`src/sv/bracket_aware_token_splitter_defines.svh`:
```
// assertion macros for the bracket aware token splitter
`ifndef BRACKET_AWARE_TOKEN_SPLITTER_DEFINES_SVH
`define BRACKET_AWARE_TOKEN_SPLITTER_DEFINES_SVH

// property checked on every rising clock edge out of reset
`define BATS_ASSERT(lbl, clk, rst_n, prop, msg) \
    lbl: assert property (@(posedge clk) disable iff (!rst_n) (prop)) else $error(msg);

// next-cycle implication checked out of reset
`define BATS_ASSERT_NEXT(lbl, clk, rst_n, ante, cons, msg) \
    lbl: assert property (@(posedge clk) disable iff (!rst_n) (ante) |=> (cons)) \
        else $error(msg);

`endif

```
`src/sv/bats_pkg.sv`:
```
// shared types and constants of the bracket aware token splitter
package bats_pkg;

    localparam int unsigned FIFO_DEPTH = 4;
    localparam int unsigned FIFO_AW    = 2;
    localparam int unsigned CFG_IW     = 3;
    localparam logic [7:0]  SPACE_CHAR = 8'h20;

    typedef enum logic [CFG_IW-1:0] {
        CFG_SPLITTER_CHARS  = 3'd0,
        CFG_SPLITTER_KEEP   = 3'd1,
        CFG_SINGLE_CHARS    = 3'd2,
        CFG_BLOCK_PAIRS     = 3'd3,
        CFG_SEPARATED_PAIRS = 3'd4
    } t_cfg_index;

    typedef struct packed {
        logic [7:0] out_byte;
        logic       has_byte;
        logic       token_end;
        logic       list_end;
    } t_result;

endpackage

```
`src/sv/bracket_aware_token_splitter.sv`:
```
// bracket aware token splitter: classifies each byte and queues token bytes and end marks
//
//  channel | direction | handshake              | payload
//  s       | in        | i_s_tvalid/o_s_tready  | tdata ch, tuser kind
//  m       | out       | o_m_tvalid/i_m_tready  | tdata out_byte, tlast token_end,
//          |           |                        | tuser {list_end, has_byte}
//  cfg     | in        | i_cfg_valid/o_cfg_ready| i_cfg_index, i_cfg_data
//
//  one request is classified and its state updated in the cycle it is accepted
//  its zero to two results go into a four-entry result queue, drained while i_m_tready is high at one per cycle
//  a new request is taken every cycle while the queue holds two or fewer results
//  requests that give two results drain, while i_m_tready is high, at one result per cycle at the output
//  synchronous active-low reset clears state, configuration and the queue
module bracket_aware_token_splitter #(
    parameter int unsigned MAX_NEST    = 255,
    parameter int unsigned CLASS_SLOTS = 8
) (
    input  logic        i_clk,
    input  logic        i_rst_n,
    input  logic        i_s_tvalid,
    output logic        o_s_tready,
    input  logic [7:0]  i_s_tdata,   // ch
    input  logic        i_s_tuser,   // kind
    output logic        o_m_tvalid,
    input  logic        i_m_tready,
    output logic [7:0]  o_m_tdata,   // out_byte
    output logic        o_m_tlast,
    output logic [1:0]  o_m_tuser,   // has_byte, list_end
    input  logic        i_cfg_valid,
    output logic        o_cfg_ready,
    input  logic [bats_pkg::CFG_IW-1:0] i_cfg_index,
    input  logic [63:0] i_cfg_data
);

    localparam int unsigned DW         = $clog2(MAX_NEST + 1);
    localparam int unsigned PAIR_SLOTS = (CLASS_SLOTS < 4) ? CLASS_SLOTS : 4;
    localparam int unsigned CW         = $clog2(bats_pkg::FIFO_DEPTH + 1);
    localparam int unsigned AW         = bats_pkg::FIFO_AW;

    logic [63:0] r_split;
    logic [7:0]  r_keep;
    logic [63:0] r_single;
    logic [63:0] r_block;
    logic [63:0] r_sep;

    logic [DW-1:0] r_depth, n_depth;
    logic [7:0]    r_open, n_open;
    logic [7:0]    r_close, n_close;
    logic          r_sep_flag, n_sep_flag;
    logic          r_tok, n_tok;

    bats_pkg::t_result r_fifo [bats_pkg::FIFO_DEPTH];
    logic [AW-1:0] r_wr, r_rd;
    logic [CW-1:0] r_count, n_count;

    logic          in_acc, out_acc;
    logic [7:0]    c;
    logic          sp_hit, si_hit, bp_hit, sep_hit;
    logic [2:0]    sp_idx;
    logic [7:0]    bp_close, sep_close;
    logic          hb, hb_fresh;
    logic [DW-1:0] dec_depth;
    logic [1:0]    push_n;
    bats_pkg::t_result res0, res1;

    assign o_cfg_ready = 1'b1;
    assign o_s_tready  = (r_count <= CW'(bats_pkg::FIFO_DEPTH - 2));
    assign in_acc      = i_s_tvalid & o_s_tready;
    assign o_m_tvalid  = (r_count != '0);
    assign out_acc     = o_m_tvalid & i_m_tready;
    assign c           = i_s_tdata;

    assign o_m_tdata    = r_fifo[r_rd].out_byte;
    assign o_m_tlast    = r_fifo[r_rd].token_end;
    assign o_m_tuser[0] = r_fifo[r_rd].has_byte;
    assign o_m_tuser[1] = r_fifo[r_rd].list_end;

    // slot matching, lowest slot wins
    always_comb begin
        sp_hit    = 1'b0;
        sp_idx    = '0;
        si_hit    = 1'b0;
        bp_hit    = 1'b0;
        bp_close  = '0;
        sep_hit   = 1'b0;
        sep_close = '0;
        for (int k = CLASS_SLOTS - 1; k >= 0; k--) begin
            if (c != 8'h00 && r_split[8*k +: 8] == c) begin
                sp_hit = 1'b1;
                sp_idx = 3'(k);
            end
            if (c != 8'h00 && r_single[8*k +: 8] == c) begin
                si_hit = 1'b1;
            end
        end
        for (int k = PAIR_SLOTS - 1; k >= 0; k--) begin
            if (c != 8'h00 && r_block[16*k +: 8] == c) begin
                bp_hit   = 1'b1;
                bp_close = r_block[16*k+8 +: 8];
            end
            if (c != 8'h00 && r_sep[16*k +: 8] == c) begin
                sep_hit   = 1'b1;
                sep_close = r_sep[16*k+8 +: 8];
            end
        end
    end

    // next state and results of one request
    always_comb begin
        hb         = r_tok | (c != bats_pkg::SPACE_CHAR);
        hb_fresh   = (c != bats_pkg::SPACE_CHAR);
        dec_depth  = r_depth;
        n_depth    = r_depth;
        n_open     = r_open;
        n_close    = r_close;
        n_sep_flag = r_sep_flag;
        n_tok      = r_tok;
        push_n     = 2'd1;
        res0       = '{out_byte: (hb ? c : 8'h00), has_byte: hb, token_end: 1'b0,
                       list_end: 1'b0};
        res1       = '{out_byte: (hb_fresh ? c : 8'h00), has_byte: hb_fresh,
                       token_end: 1'b0, list_end: 1'b0};
        if (i_s_tuser) begin
            res0       = '{out_byte: 8'h00, has_byte: 1'b0, token_end: r_tok, list_end: 1'b1};
            n_depth    = '0;
            n_open     = '0;
            n_close    = '0;
            n_sep_flag = 1'b0;
            n_tok      = 1'b0;
        end else if (r_depth != '0) begin
            if (c == r_close) begin
                dec_depth = r_depth - 1'b1;
            end else if (c == r_open && r_depth < DW'(MAX_NEST)) begin
                dec_depth = r_depth + 1'b1;
            end
            n_depth = dec_depth;
            n_tok   = 1'b1;
            if (dec_depth == '0) begin
                if (r_sep_flag || sp_hit) begin
                    res0.token_end = 1'b1;
                    n_tok          = 1'b0;
                end
                n_sep_flag = 1'b0;
                n_close    = '0;
            end
        end else if (sp_hit) begin
            n_tok = 1'b0;
            if (r_keep[sp_idx]) begin
                res0.token_end = 1'b1;
            end else if (r_tok) begin
                res0 = '{out_byte: 8'h00, has_byte: 1'b0, token_end: 1'b1, list_end: 1'b0};
            end else begin
                push_n = 2'd0;
            end
        end else if (si_hit) begin
            n_tok           = 1'b0;
            res1.token_end  = 1'b1;
            if (r_tok) begin
                res0   = '{out_byte: 8'h00, has_byte: 1'b0, token_end: 1'b1, list_end: 1'b0};
                push_n = 2'd2;
            end else begin
                res0 = res1;
            end
        end else if (bp_hit) begin
            n_open     = c;
            n_close    = bp_close;
            n_depth    = DW'(1);
            n_sep_flag = 1'b0;
            n_tok      = 1'b1;
        end else if (sep_hit) begin
            n_open     = c;
            n_close    = sep_close;
            n_depth    = DW'(1);
            n_sep_flag = 1'b1;
            n_tok      = 1'b1;
            if (r_tok) begin
                res0   = '{out_byte: 8'h00, has_byte: 1'b0, token_end: 1'b1, list_end: 1'b0};
                push_n = 2'd2;
            end else begin
                res0 = res1;
            end
        end else begin
            n_tok = 1'b1;
        end
    end

    always_comb begin
        n_count = r_count;
        if (in_acc) begin
            n_count = n_count + CW'(push_n);
        end
        if (out_acc) begin
            n_count = n_count - 1'b1;
        end
    end

    always_ff @(posedge i_clk) begin
        if (!i_rst_n) begin
            r_split    <= '0;
            r_keep     <= '0;
            r_single   <= '0;
            r_block    <= '0;
            r_sep      <= '0;
            r_depth    <= '0;
            r_open     <= '0;
            r_close    <= '0;
            r_sep_flag <= 1'b0;
            r_tok      <= 1'b0;
            r_wr       <= '0;
            r_rd       <= '0;
            r_count    <= '0;
        end else begin
            if (i_cfg_valid) begin
                case (i_cfg_index)
                    bats_pkg::CFG_SPLITTER_CHARS:  r_split  <= i_cfg_data;
                    bats_pkg::CFG_SPLITTER_KEEP:   r_keep   <= i_cfg_data[7:0];
                    bats_pkg::CFG_SINGLE_CHARS:    r_single <= i_cfg_data;
                    bats_pkg::CFG_BLOCK_PAIRS:     r_block  <= i_cfg_data;
                    bats_pkg::CFG_SEPARATED_PAIRS: r_sep    <= i_cfg_data;
                    default: ;
                endcase
            end
            if (in_acc) begin
                r_depth    <= n_depth;
                r_open     <= n_open;
                r_close    <= n_close;
                r_sep_flag <= n_sep_flag;
                r_tok      <= n_tok;
                r_wr       <= r_wr + AW'(push_n);
            end
            if (out_acc) begin
                r_rd <= r_rd + 1'b1;
            end
            r_count <= n_count;
        end
    end

    // result queue payload
    always_ff @(posedge i_clk) begin
        if (in_acc && push_n != 2'd0) begin
            r_fifo[r_wr] <= res0;
        end
        if (in_acc && push_n == 2'd2) begin
            r_fifo[r_wr + 1'b1] <= res1;
        end
    end

`include "bracket_aware_token_splitter_defines.svh"

    `BATS_ASSERT(a_count_bound, i_clk, i_rst_n, r_count <= CW'(bats_pkg::FIFO_DEPTH), "result queue overflow")
    `BATS_ASSERT(a_depth_bound, i_clk, i_rst_n, r_depth <= DW'(MAX_NEST), "nest depth above limit")
    `BATS_ASSERT_NEXT(a_flush_clears, i_clk, i_rst_n, in_acc && i_s_tuser, r_depth == '0 && !r_tok && !r_sep_flag, "end of text left state behind")
    `BATS_ASSERT_NEXT(a_drain_moves, i_clk, i_rst_n, out_acc && !in_acc, r_count == $past(r_count) - 1'b1, "drain without count change")

endmodule
```
`config.mk`:
```
export PLATFORM = sky130hd
export DESIGN_NAME = bracket_aware_token_splitter
export DESIGN_NICKNAME = d
export VERILOG_FILES = /design/src/sv/bats_pkg.sv /design/src/sv/bracket_aware_token_splitter.sv
export VERILOG_INCLUDE_DIRS = /design/src /design/src/sv
export SDC_FILE = /design/constraint.sdc
export NUM_CORES = 1
export LEC_CHECK = 0
export BUFFER_PORTS_ARGS = -buffer_cell sky130_fd_sc_hd__buf_2
export CORE_ASPECT_RATIO = 1.2
export CORE_UTILIZATION = 40
export CTS_BUF_LIST = sky130_fd_sc_hd__clkbuf_4
export DETAILED_ROUTE_END_ITERATION = 10
export GPL_TIMING_DRIVEN = 0
export PLACE_DENSITY = 0.58
export SLEW_MARGIN = 10
export SYNTH_ARGS = -nofsm -noshare
export SYNTH_HDL_FRONTEND = slang
export SYNTH_SLANG_ARGS = --single-unit
export TNS_END_PERCENT = 30
```
`constraint.sdc`:
```
create_clock -name i_clk -period 4.21 [get_ports i_clk]
set_input_delay 0.842 -clock i_clk [delete_from_list [all_inputs] [get_ports i_clk]]
set_output_delay 0.842 -clock i_clk [all_outputs]
set_load 0.02 [all_outputs]
```
==> results.cfg, run 1 <==
[status]
outcome = complete, no violations

[synthesis]
synth_warnings = 0
post_synthesis_area_per_instance_sq_um = 8.24
synth_area_sq_um = 16800
seq_area_frac_synth_pct = 43.3
synth_flop_cell = dfxtp_1
synthCells = 2034
async_reset_ff_share_pct = 0
synth_edf_count = 40
synth_nets = 2122
yosys_register_bits = 343
count_of_cell_types_in_the_netlist = 83

[global_routing]
grt_pass1_wl_um = 88500
global_route.usage.total_pct = 27.8
global_route.overflow_total = 0
first_global_vias = 14800
antenna_violations_before_repair = 2
grt_max_degree = 14

[drt]
route.detailed.vias_per_inst = 5.46
wirelength_um = 59100
drtAntennaViolNets = 0
detail_route.drc_violations = 0
wl_per_cell_um = 20.8
drt-initial-drc-count = 1033
drt_pass1_iterations = 7
dr_total_vias = 15500

[setup_path]
cpMaxStageDelayCell = nor4_2
worst_setup_path_end_kind = flip-flop
worst_path_largest_cell_delay_ns = 0.64
path_class = primary input to flip-flop
worstPathCellList = buf_2, buf_4, buf_4, xor2_1, nor4_2, a2111oi_4, a211oi_2, o21ai_1, o31ai_2, nand2_1, ha_2, inv_2, fa_1, nor2_1, a21oi_2, ha_1, nand2_1, and3_1
critical_path_maximum_fanout = 10
crit_arrival_ns = 4.79
worstPathBufferInverterCount = 4
worstPathRequired_ns = 4.90
critPathTopFamily = simple AND/OR/NAND/NOR gates
critical_path_startpoint_category = primary input

[timing]
final_hold_slack_ns = 0.306
worst_slew_margin_rel_pct = 33.7
max_freq_ghz = 0.244
report.final.slew_viol_count = 0
totalNegativeSetupSlack_ns = 0
report.final.setup_viol = 0
layout_worst_path_cycle_share_pct = 97.5
hold_violations = 0
period_needed_ns = 4.10
skew_ns = 0.0550
worst_pin_slew_ns = 0.995

[final_layout]
area_used_by_multi_input_combinational_logic_sq_um = 8920
layout-drive-gt1-share_pct = 15.5
area_of_all_sequential_standard_cells_sq_um = 7270
synthToLayoutAreaGrowth_pct = 15.8
final_cells = 2840
finish.net_count = 2317
filler_cell_count = 4127

[clock_network]
num_cts_buffers = 91
cts_buffer_depth = 3
cts_htree_levels = 3
cts.root.buffer_cell = clkbuf_4
cts.clk_slew.worst_paths_ns = 0.07
numClockSinks = 343
clkLatencyLatePin_ns = 0.83
tritoncts_clock_tree = yes

[hold_path]
holdCritPathClass = primary input to flip-flop

[die]
die_x_um = 189
io-pin-count = 95
design.core.area_sq_um = 41000
die_height_um = 226
die-area_sq_um = 42700
initial_utilization_pct = 40.8
number_of_cell_rows = 81

[pwr]
irDropWorstVdd_uv = 343
total_leakage_power_uw = 0.00699
power_uw = 8010
cellPowerDensity_nw_per_um2 = 413

[placement]
gp_routability_congestion = 0.967
i_o_buffers = 91
post-dp-hpwl_um = 43000
placed_cells = 2665

[run]
maxCapViolCount = 0
==> final timing paths <==
path              slack, ns            from  cells after the start           to
setup reg to reg       0.17     r_split[50]                     19   r_count[2]
hold reg to reg        0.46     r_block[58]                      2  r_block[58]
setup / recovery       0.11    i_s_tdata[3]                     18   r_count[1]
hold / removal         0.31  i_cfg_data[23]                      3    r_sep[23]
==> power breakdown <==
| part | internal [uW] | total (uW) | switching, uW |
|---|---|---|---|
| clock | 1660 | 3100 | 1440 |
| sequential | 3480 | 3570 | 88.0 |
| combinational | 479 | 1340 | 863 |
| total | 5620 | 8010 | 2390 |
==> Yosys cell counts (4+ instances only) <==
master	n	share of area [%]
buf_4	13	0.58
nand2_1	597	13
nand3_1	17	0.51
xnor2_1	78	4.1
buf_2	8	0.24
a21oi_1	289	8.6
o21a_1	7	0.31
o2111ai_1	5	0.26
clkbuf_1	97	2.2
a32o_1	4	0.24
a31oi_1	7	0.26
o21ai_0	32	0.96
xor2_1	139	7.3
or3_1	7	0.26
or4_1	4	0.18
edfxtp_1	40	7.2
o22ai_1	35	1.3
ha_1	6	0.45
nor3_1	12	0.36
nor2_1	61	1.4
nor2b_1	7	0.26
nor4_1	33	1.2
mux2i_1	14	0.84
and2_1	13	0.49
o311ai_0	4	0.21
dfxtp_1	303	36
nand4_1	27	1.0
a221oi_1	7	0.37
o32ai_1	19	0.99
o221a_2	4	0.27
inv_1	23	0.51
buf_1	9	0.20
mux4_2	11	1.5
buf_6	13	0.87
o211ai_1	8	0.36
and3_1	6	0.22
nor4_2	6	0.45
==> state kept, by name, indices dropped and copies added (netlist names), 2 cells and up, named ones only <==
name	cells
r_block	64
r_sep	64
r_single	64
r_split	64
r_fifo	44
r_close	8
r_depth	8
r_keep	8
r_open	8
r_count	3
r_rd	2
r_wr	2
==> cells in the final DEF (no fill, tap or decap), types with 5 or more instances in the layout <==
master,instances
a31oi_1,7
o32ai_1,19
nand4_1,27
a221oi_1,7
mux2i_1,14
clkinv_1,14
edfxtp_1,40
nor3_1,12
buf_6,12
nor4_2,13
a21oi_1,288
xor2_1,139
clkbuf_1,97
and2_1,13
o211ai_1,8
nor4_1,23
mux4_2,11
o21ai_0,31
dfxtp_1,302
clkinv_2,5
or3_1,7
ha_1,5
o22ai_1,35
clkbuf_4,136
buf_2,100
nand3_1,17
buf_1,9
and3_1,6
nor2b_1,7
nand2_1,596
buf_4,21
o21a_1,7
inv_1,22
xnor2_1,76
nor2_1,57
==> through the flow <==
| step | worst slack, ns | utilization (%) | cell area, sq um |
|---|---|---|---|
| 3_5_place_dp | -1.03 | 43.7 | 17900 |
| 4_1_cts | 0.00589 | 46.8 | 19200 |
| 6_report | 0.105 | 47.3 | 19400 |
| 5_1_grt | -0.00831 | 47.3 | 19400 |
| 3_3_place_gp | -1.88 | 43.7 | 17900 |
| 2_1_floorplan | -0.101 | - | 16800 |
==> metal layers <==
layer | up-vias | global-route usage (%) | part of all wire, % | routed length, um
li1 | 7433 | - | - | -
met1 | 7343 | 32.7 | 40 | 23600
met2 | 547 | 47.8 | 49 | 29000
met3 | 171 | 4.61 | 5.7 | 3390
met4 | 2 | 15.9 | 5.3 | 3120
met5 | - | 0 | 0.030 | 18
==> cell families after synthesis <==
family	Yosys count	synth area share, %
buffers and inverters	164	4.61
flip-flops	343	43.3
AND/OR/NAND/NOR	814	21.0
XOR/XNOR	217	11.3
other	1	0.0224
adder cells (fa/ha/maj)	7	0.567
AO/OA/AOI/OAI	460	16.6
multiplexers	28	2.56
==> worst min-delay path: cells and delay by family <==
kind	cells	cell delay, ns
buf+inv	1	0.13
simple gates	1	0.06
compound gates	1	0.05
==> final cells by class <==
class / count / share of cell area [%]
multi-input combinational: 1527 / 46.0
clock inverter: 26 / 0.986
antenna: 3 / 0.0387
inverter: 24 / 0.464
clock buffer: 136 / 5.26
timing repair buffer: 102 / 2.76
buffer: 140 / 3.61
sequential: 343 / 37.4
tap: 539 / 3.47
==> timing repair <==
action,CTS,global route
hold buffers,0,0
pin swaps,0,13
gates resized for setup,7,23
buffers inserted,0,10
setup endpoints to repair,42,42
(Power assumes the default switching activity.)
==> inputs of run 2 (changes only) <==
--- a/config.mk
+++ b/config.mk
@@ -8,11 +8,12 @@
 export LEC_CHECK = 0
 export BUFFER_PORTS_ARGS = -buffer_cell sky130_fd_sc_hd__buf_2
 export CORE_ASPECT_RATIO = 1.2
+export CORE_MARGIN = 2
 export CORE_UTILIZATION = 40
 export CTS_BUF_LIST = sky130_fd_sc_hd__clkbuf_4
 export DETAILED_ROUTE_END_ITERATION = 10
 export GPL_TIMING_DRIVEN = 0
-export PLACE_DENSITY = 0.58
+export PLACE_DENSITY = 0.56
 export SLEW_MARGIN = 10
 export SYNTH_ARGS = -nofsm -noshare
 export SYNTH_HDL_FRONTEND = slang
==> constraint.sdc (replaced) <==
create_clock -name i_clk -period 3.9 [get_ports i_clk]
set_input_delay 0.78 -clock i_clk [delete_from_list [all_inputs] [get_ports i_clk]]
set_output_delay 0.78 -clock i_clk [all_outputs]
set_load 0.02 [all_outputs]
==> results.cfg, run 2 (synthesis gave the netlist of run 1 again) <==
[status]
outcome = finished, violations left
failed_checks = setup timing

[timing]
worst_pin_slew_ns = 0.991
worst_slew_margin_rel_pct = 34.0
rsz0062_at_grt = true
period_needed_ns = 4.03
max_freq_ghz = 0.248
hold_violations = 0
totalNegativeSetupSlack_ns = -0.172
report.final.slew_viol_count = 0
layout_worst_path_cycle_share_pct = 103
skew_ns = 0.0698
layout_setup_ws_ns = -0.126
report.final.setup_viol = 2

[drt]
dr_total_vias = 15600
wirelength_um = 60100
drtAntennaViolNets = 0
detail_route.drc_violations = 0
wl_per_cell_um = 21.1
route.detailed.vias_per_inst = 5.47
drt-initial-drc-count = 1134
drt_pass1_iterations = 5

[clock_network]
cts.root.buffer_cell = clkbuf_4
num_cts_buffers = 91
clkLatencyLatePin_ns = 0.84
tritoncts_clock_tree = yes
cts_buffer_depth = 3
numClockSinks = 343
cts_htree_levels = 3
cts.clk_slew.worst_paths_ns = 0.08
post_cts_hold_fix_bufs = 0

[global_routing]
grt_max_degree = 13
global_route.usage.total_pct = 27.5
grt_pass1_wl_um = 90300
first_global_vias = 15100
global_route.overflow_total = 0
antenna_violations_before_repair = 1

[placement]
gp_routability_congestion = 0.969
post-dp-hpwl_um = 43700
post_dp_cell_area_sq_um = 18000
i_o_buffers = 91

[setup_path]
setup.worst_path.end = r_count[2]
timing.critical_path.depth = 21
reg2reg_setup_slack_ns = -0.05
critPathTopFamily = compound AO/OA/AOI/OAI gates
worstPathBufferInverterCount = 5
path_class = primary input to flip-flop
worst_path_largest_cell_delay_ns = 0.58
r2r_endpoint = r_count[1]
crit-reg2reg-launch = r_split[54]
worstPathCellList = buf_2, buf_4, buf_8, buf_6, xnor2_1, nand4_1, nor2_2, a2111oi_4, a211oi_2, o21ai_1, o31ai_4, nand2_2, ha_2, inv_2, fa_1, nor2_2, a21oi_2, ha_4, nand2_1, xnor2_1, nor2_1
crit_arrival_ns = 4.69
worst_setup_path_startpoint = i_s_tdata[7]
cpMaxStageDelayCell = a2111oi_4
critical_path_startpoint_category = primary input
worst_setup_path_end_kind = flip-flop
r2r.worst_path.cells = 17
worstPathRequired_ns = 4.56
critical_path_maximum_fanout = 10

[final_layout]
filler_cell_count = 4181
layout_common_cells = 591 x nand2_1, 301 x dfxtp_1, 288 x a21oi_1, 142 x clkbuf_4, 139 x xor2_1
area_used_by_multi_input_combinational_logic_sq_um = 9000
finish.net_count = 2319
synthToLayoutAreaGrowth_pct = 16.4
layout-drive-gt1-share_pct = 16.1
mostFrequentLayoutCell = nand2_1
final_area_sq_um = 19500
area_of_all_sequential_standard_cells_sq_um = 7270
finish.utilization_pct = 47.0

[pwr]
cellPowerDensity_nw_per_um2 = 445
irDropWorstVdd_uv = 272
total_leakage_power_uw = 0.00700

[die]
number_of_cell_rows = 82
die_x_um = 191
initial_utilization_pct = 40.3
design.core.area_sq_um = 41600
die_height_um = 228
die-area_sq_um = 43600
io-pin-count = 95

[hold_path]
holdCritPathClass = primary input to flip-flop

[run]
maxCapViolCount = 0
-- run 2: routing by layer --
layer	vias to the layer above	track usage (%)	routed length [um]
met2	565	47.7	29900
li1	7417	-	-
met5	-	0	0
met3	150	4.82	3780
met1	7445	32.2	23500
met4	0	14.2	2960
-- run 2: how the worst min path moves through the flow --
stage	start	endpoint	slack, ns	depth (start not counted)
final	i_cfg_data[35]	r_split[35]	0.23	3
after global routing	i_cfg_data[50]	r_sep[50]	0.22	3
after floorplan	r_sep[56]	r_sep[56]	0.43	2
after detailed placement	r_block[13]	r_block[13]	0.44	2
after CTS	i_cfg_data[35]	r_split[35]	0.19	3
after global placement	r_block[61]	r_block[61]	0.44	2
-- run 2: layout make-up --
type                            instances  area share, %
Clock inverter                         20          0.680
Inverter                               24          0.462
Multi-Input combinational cell       1527           46.1
Antenna cell                            1         0.0128
Tap cell                              546           3.50
Buffer                                140           3.66
Sequential cell                       343           37.3
Timing Repair Buffer                  104           2.85
Clock buffer                          142           5.46
-- run 2: through the flow --
step / power [uW] / setup slack (ns) / hold WS, ns / cells
2_1_floorplan: 4860 / -0.349 / 0.431 / 2034
3_3_place_gp: 5330 / -2.14 / 0.443 / 2671
3_5_place_dp: 5360 / -1.29 / 0.443 / 2671
4_1_cts: 8690 / -0.0537 / 0.194 / 2844
5_1_grt: 9070 / -0.269 / 0.221 / 2847
6_report: 8680 / -0.126 / 0.231 / 2847
-- run 2: what timing repair did --
action                                  4_1_cts  5_1_grt
pin swaps                                    16       10
buffers inserted                             11        2
resized for setup                            38       12
endpoints found under the setup margin       42       43
-- run 2: worst min-delay path, delay by kind of cell --
kind | cells | cell delay, ns
and+or+nand+nor | 1 | 0.06
AOI/OAI and AO/OA | 1 | 0.05
buffers and inverters | 1 | 0.14
-- run 2: where the power goes --
group	switching, uW	leakage, uW	internal [uW]
Combinational	962	0.00345	542
Sequential	97.4	0.00284	3750
Clock	1540	0.000713	1780
Total	2600	0.00700	6070
==> inputs of run 3 (changes only) <==
--- a/config.mk
+++ b/config.mk
@@ -8,12 +8,14 @@
 export LEC_CHECK = 0
 export BUFFER_PORTS_ARGS = -buffer_cell sky130_fd_sc_hd__buf_2
 export CORE_ASPECT_RATIO = 1.2
-export CORE_MARGIN = 2
+export CORE_MARGIN = 5
 export CORE_UTILIZATION = 40
 export CTS_BUF_LIST = sky130_fd_sc_hd__clkbuf_4
 export DETAILED_ROUTE_END_ITERATION = 10
 export GPL_TIMING_DRIVEN = 0
 export PLACE_DENSITY = 0.56
+export REMOVE_ABC_BUFFERS = 1
+export SETUP_SLACK_MARGIN = 0.02
 export SLEW_MARGIN = 10
 export SYNTH_ARGS = -nofsm -noshare
 export SYNTH_HDL_FRONTEND = slang
==> results.cfg, run 3 (synthesis gave the netlist of run 1 again) <==
[status]
outcome = finished, violations left
failed_checks = setup timing

[setup_path]
worstPathBufferInverterCount = 2
critical_path.most_common_cell = mux2_4
worst_setup_path_end_kind = flip-flop
worstPathRequired_ns = 4.57
worstPathCellList = buf_6, xnor2_1, nand4_1, or2_4, a221oi_4, o2111ai_2, mux2_4, mux2_4, o31ai_4, nand2_2, ha_4, inv_2, fa_1, nor2_2, a21oi_2, ha_1, nand2_1, and3_1
critical_path_maximum_fanout = 29
cpMaxStageDelayCell = fa_1
critical_path_startpoint_category = primary input
critPathTopFamily = simple AND/OR/NAND/NOR gates
worst_path_largest_cell_delay_ns = 0.39
crit_arrival_ns = 4.69
path_class = primary input to flip-flop

[timing]
max_freq_ghz = 0.249
report.final.setup_viol = 2
rsz0062_at_grt = true
hold_violations = 0
layout_setup_ws_ns = -0.116
report.final.slew_viol_count = 0
skew_ns = 0.0609
worst_slew_margin_rel_pct = 32.7
period_needed_ns = 4.02
layout_worst_path_cycle_share_pct = 103
worst_pin_slew_ns = 1.00

[drt]
drt-initial-drc-count = 933
dr_total_vias = 14600
wl_per_cell_um = 18.3
drt_pass1_iterations = 5
wirelength_um = 49800
detail_route.drc_violations = 0
drtAntennaViolNets = 0
route.detailed.vias_per_inst = 5.36

[run]
maxCapViolCount = 0

[pwr]
power_uw = 8340
total_leakage_power_uw = 0.00678
cellPowerDensity_nw_per_um2 = 439
irDropWorstVdd_uv = 271

[global_routing]
first_global_vias = 14200
global_route.usage.total_pct = 21.2
global_route.overflow_total = 0
grt_pass1_wl_um = 77900
antenna_violations_before_repair = 4
grt_max_degree = 115

[placement]
i_o_buffers = 93
post-dp-hpwl_um = 31300
place_ws_ns = -2.10
placed_cells = 2539
gp_routability_congestion = 0.862

[final_layout]
final_cells = 2726
layout-drive-gt1-share_pct = 15.5
synthToLayoutAreaGrowth_pct = 13.3
layout_common_cells = 590 x nand2_1, 300 x dfxtp_1, 288 x a21oi_1, 138 x xor2_1, 129 x clkbuf_4
finish.utilization_pct = 45.6
mostFrequentLayoutCell = nand2_1
filler_cell_count = 4294
finish.net_count = 2193

[die]
die_height_um = 234
die_x_um = 197
die-area_sq_um = 46100
number_of_cell_rows = 82
initial_utilization_pct = 40.2
design.core.area_sq_um = 41700
io-pin-count = 95

[clock_network]
num_cts_buffers = 91
tritoncts_clock_tree = yes
post_cts_hold_fix_bufs = 0
clkLatencyLatePin_ns = 0.82
cts_htree_levels = 3
cts.root.buffer_cell = clkbuf_4
numClockSinks = 343
cts.clk_slew.worst_paths_ns = 0.07
cts_buffer_depth = 3

[hold_path]
holdCritPathClass = primary input to flip-flop
-- run 3: area by class of cell --
type | instances | area (sq um) | area share [%]
Antenna cell | 6 | 15.0 | 0.0791
Inverter | 24 | 97.6 | 0.514
Timing Repair Buffer | 117 | 811 | 4.27
Multi-Input combinational cell | 1528 | 8980 | 47.3
Clock inverter | 33 | 163 | 0.857
Sequential cell | 343 | 7270 | 38.3
Tap cell | 546 | 683 | 3.60
Clock buffer | 129 | 968 | 5.10
-- run 3: final timing paths --
path | start | end | slack, ns | depth (start not counted)
worst max-delay path | i_s_tdata[6] | r_count[1] | -0.12 | 18
worst min-delay path | i_cfg_data[26] | r_sep[26] | 0.24 | 3
worst max register to register | r_split[62] | r_count[1] | -0.06 | 17
worst min register to register | r_block[63] | r_block[63] | 0.45 | 2
-- run 3: worst min-delay path, cell delays in order --
cell and delay (ns):
buf_2 0.12, nand2_1 0.05, a21oi_1 0.05
-- run 3: repair_timing --
action / 4_1_cts / 5_1_grt
gates resized for setup: 48 / 12
endpoints found under the hold margin: 0 / 0
endpoints found under the setup margin: 105 / 42
buffers inserted: 10 / 8
pin swaps: 15 / 14
cloned: 1 / 0
-- run 3: layer usage --
layer	wire length, um	global-route usage, %	part of all wire [%]	vias to the layer above
li1	-	-	-	7172
met1	20900	25.7	42	6938
met2	25100	37.4	50	383
met3	2290	3.76	4.6	113
met4	1480	8.17	3.0	4
met5	26	0	0.052	-
-- run 3: report_power, final --
| group | internal (uW) | switching, uW | leakage, uW |
|---|---|---|---|
| registers | 3750 | 140 | 0.00284 |
| clock network | 1590 | 1530 | 0.000667 |
| logic | 500 | 830 | 0.00327 |
| total | 5840 | 2500 | 0.00678 |
-- run 3: per-stage QoR --
stage | area (sq um) | hold slack (ns) | setup TNS [ns]
CTS | 18900 | 0.170 | -0.118
global route | 19000 | 0.193 | -0.393
floorplan | 16100 | 0.431 | -5.11
finish | 19000 | 0.239 | -0.184
detailed placement | 17400 | 0.443 | -146.85
global placement | 17200 | 0.438 | -460.91
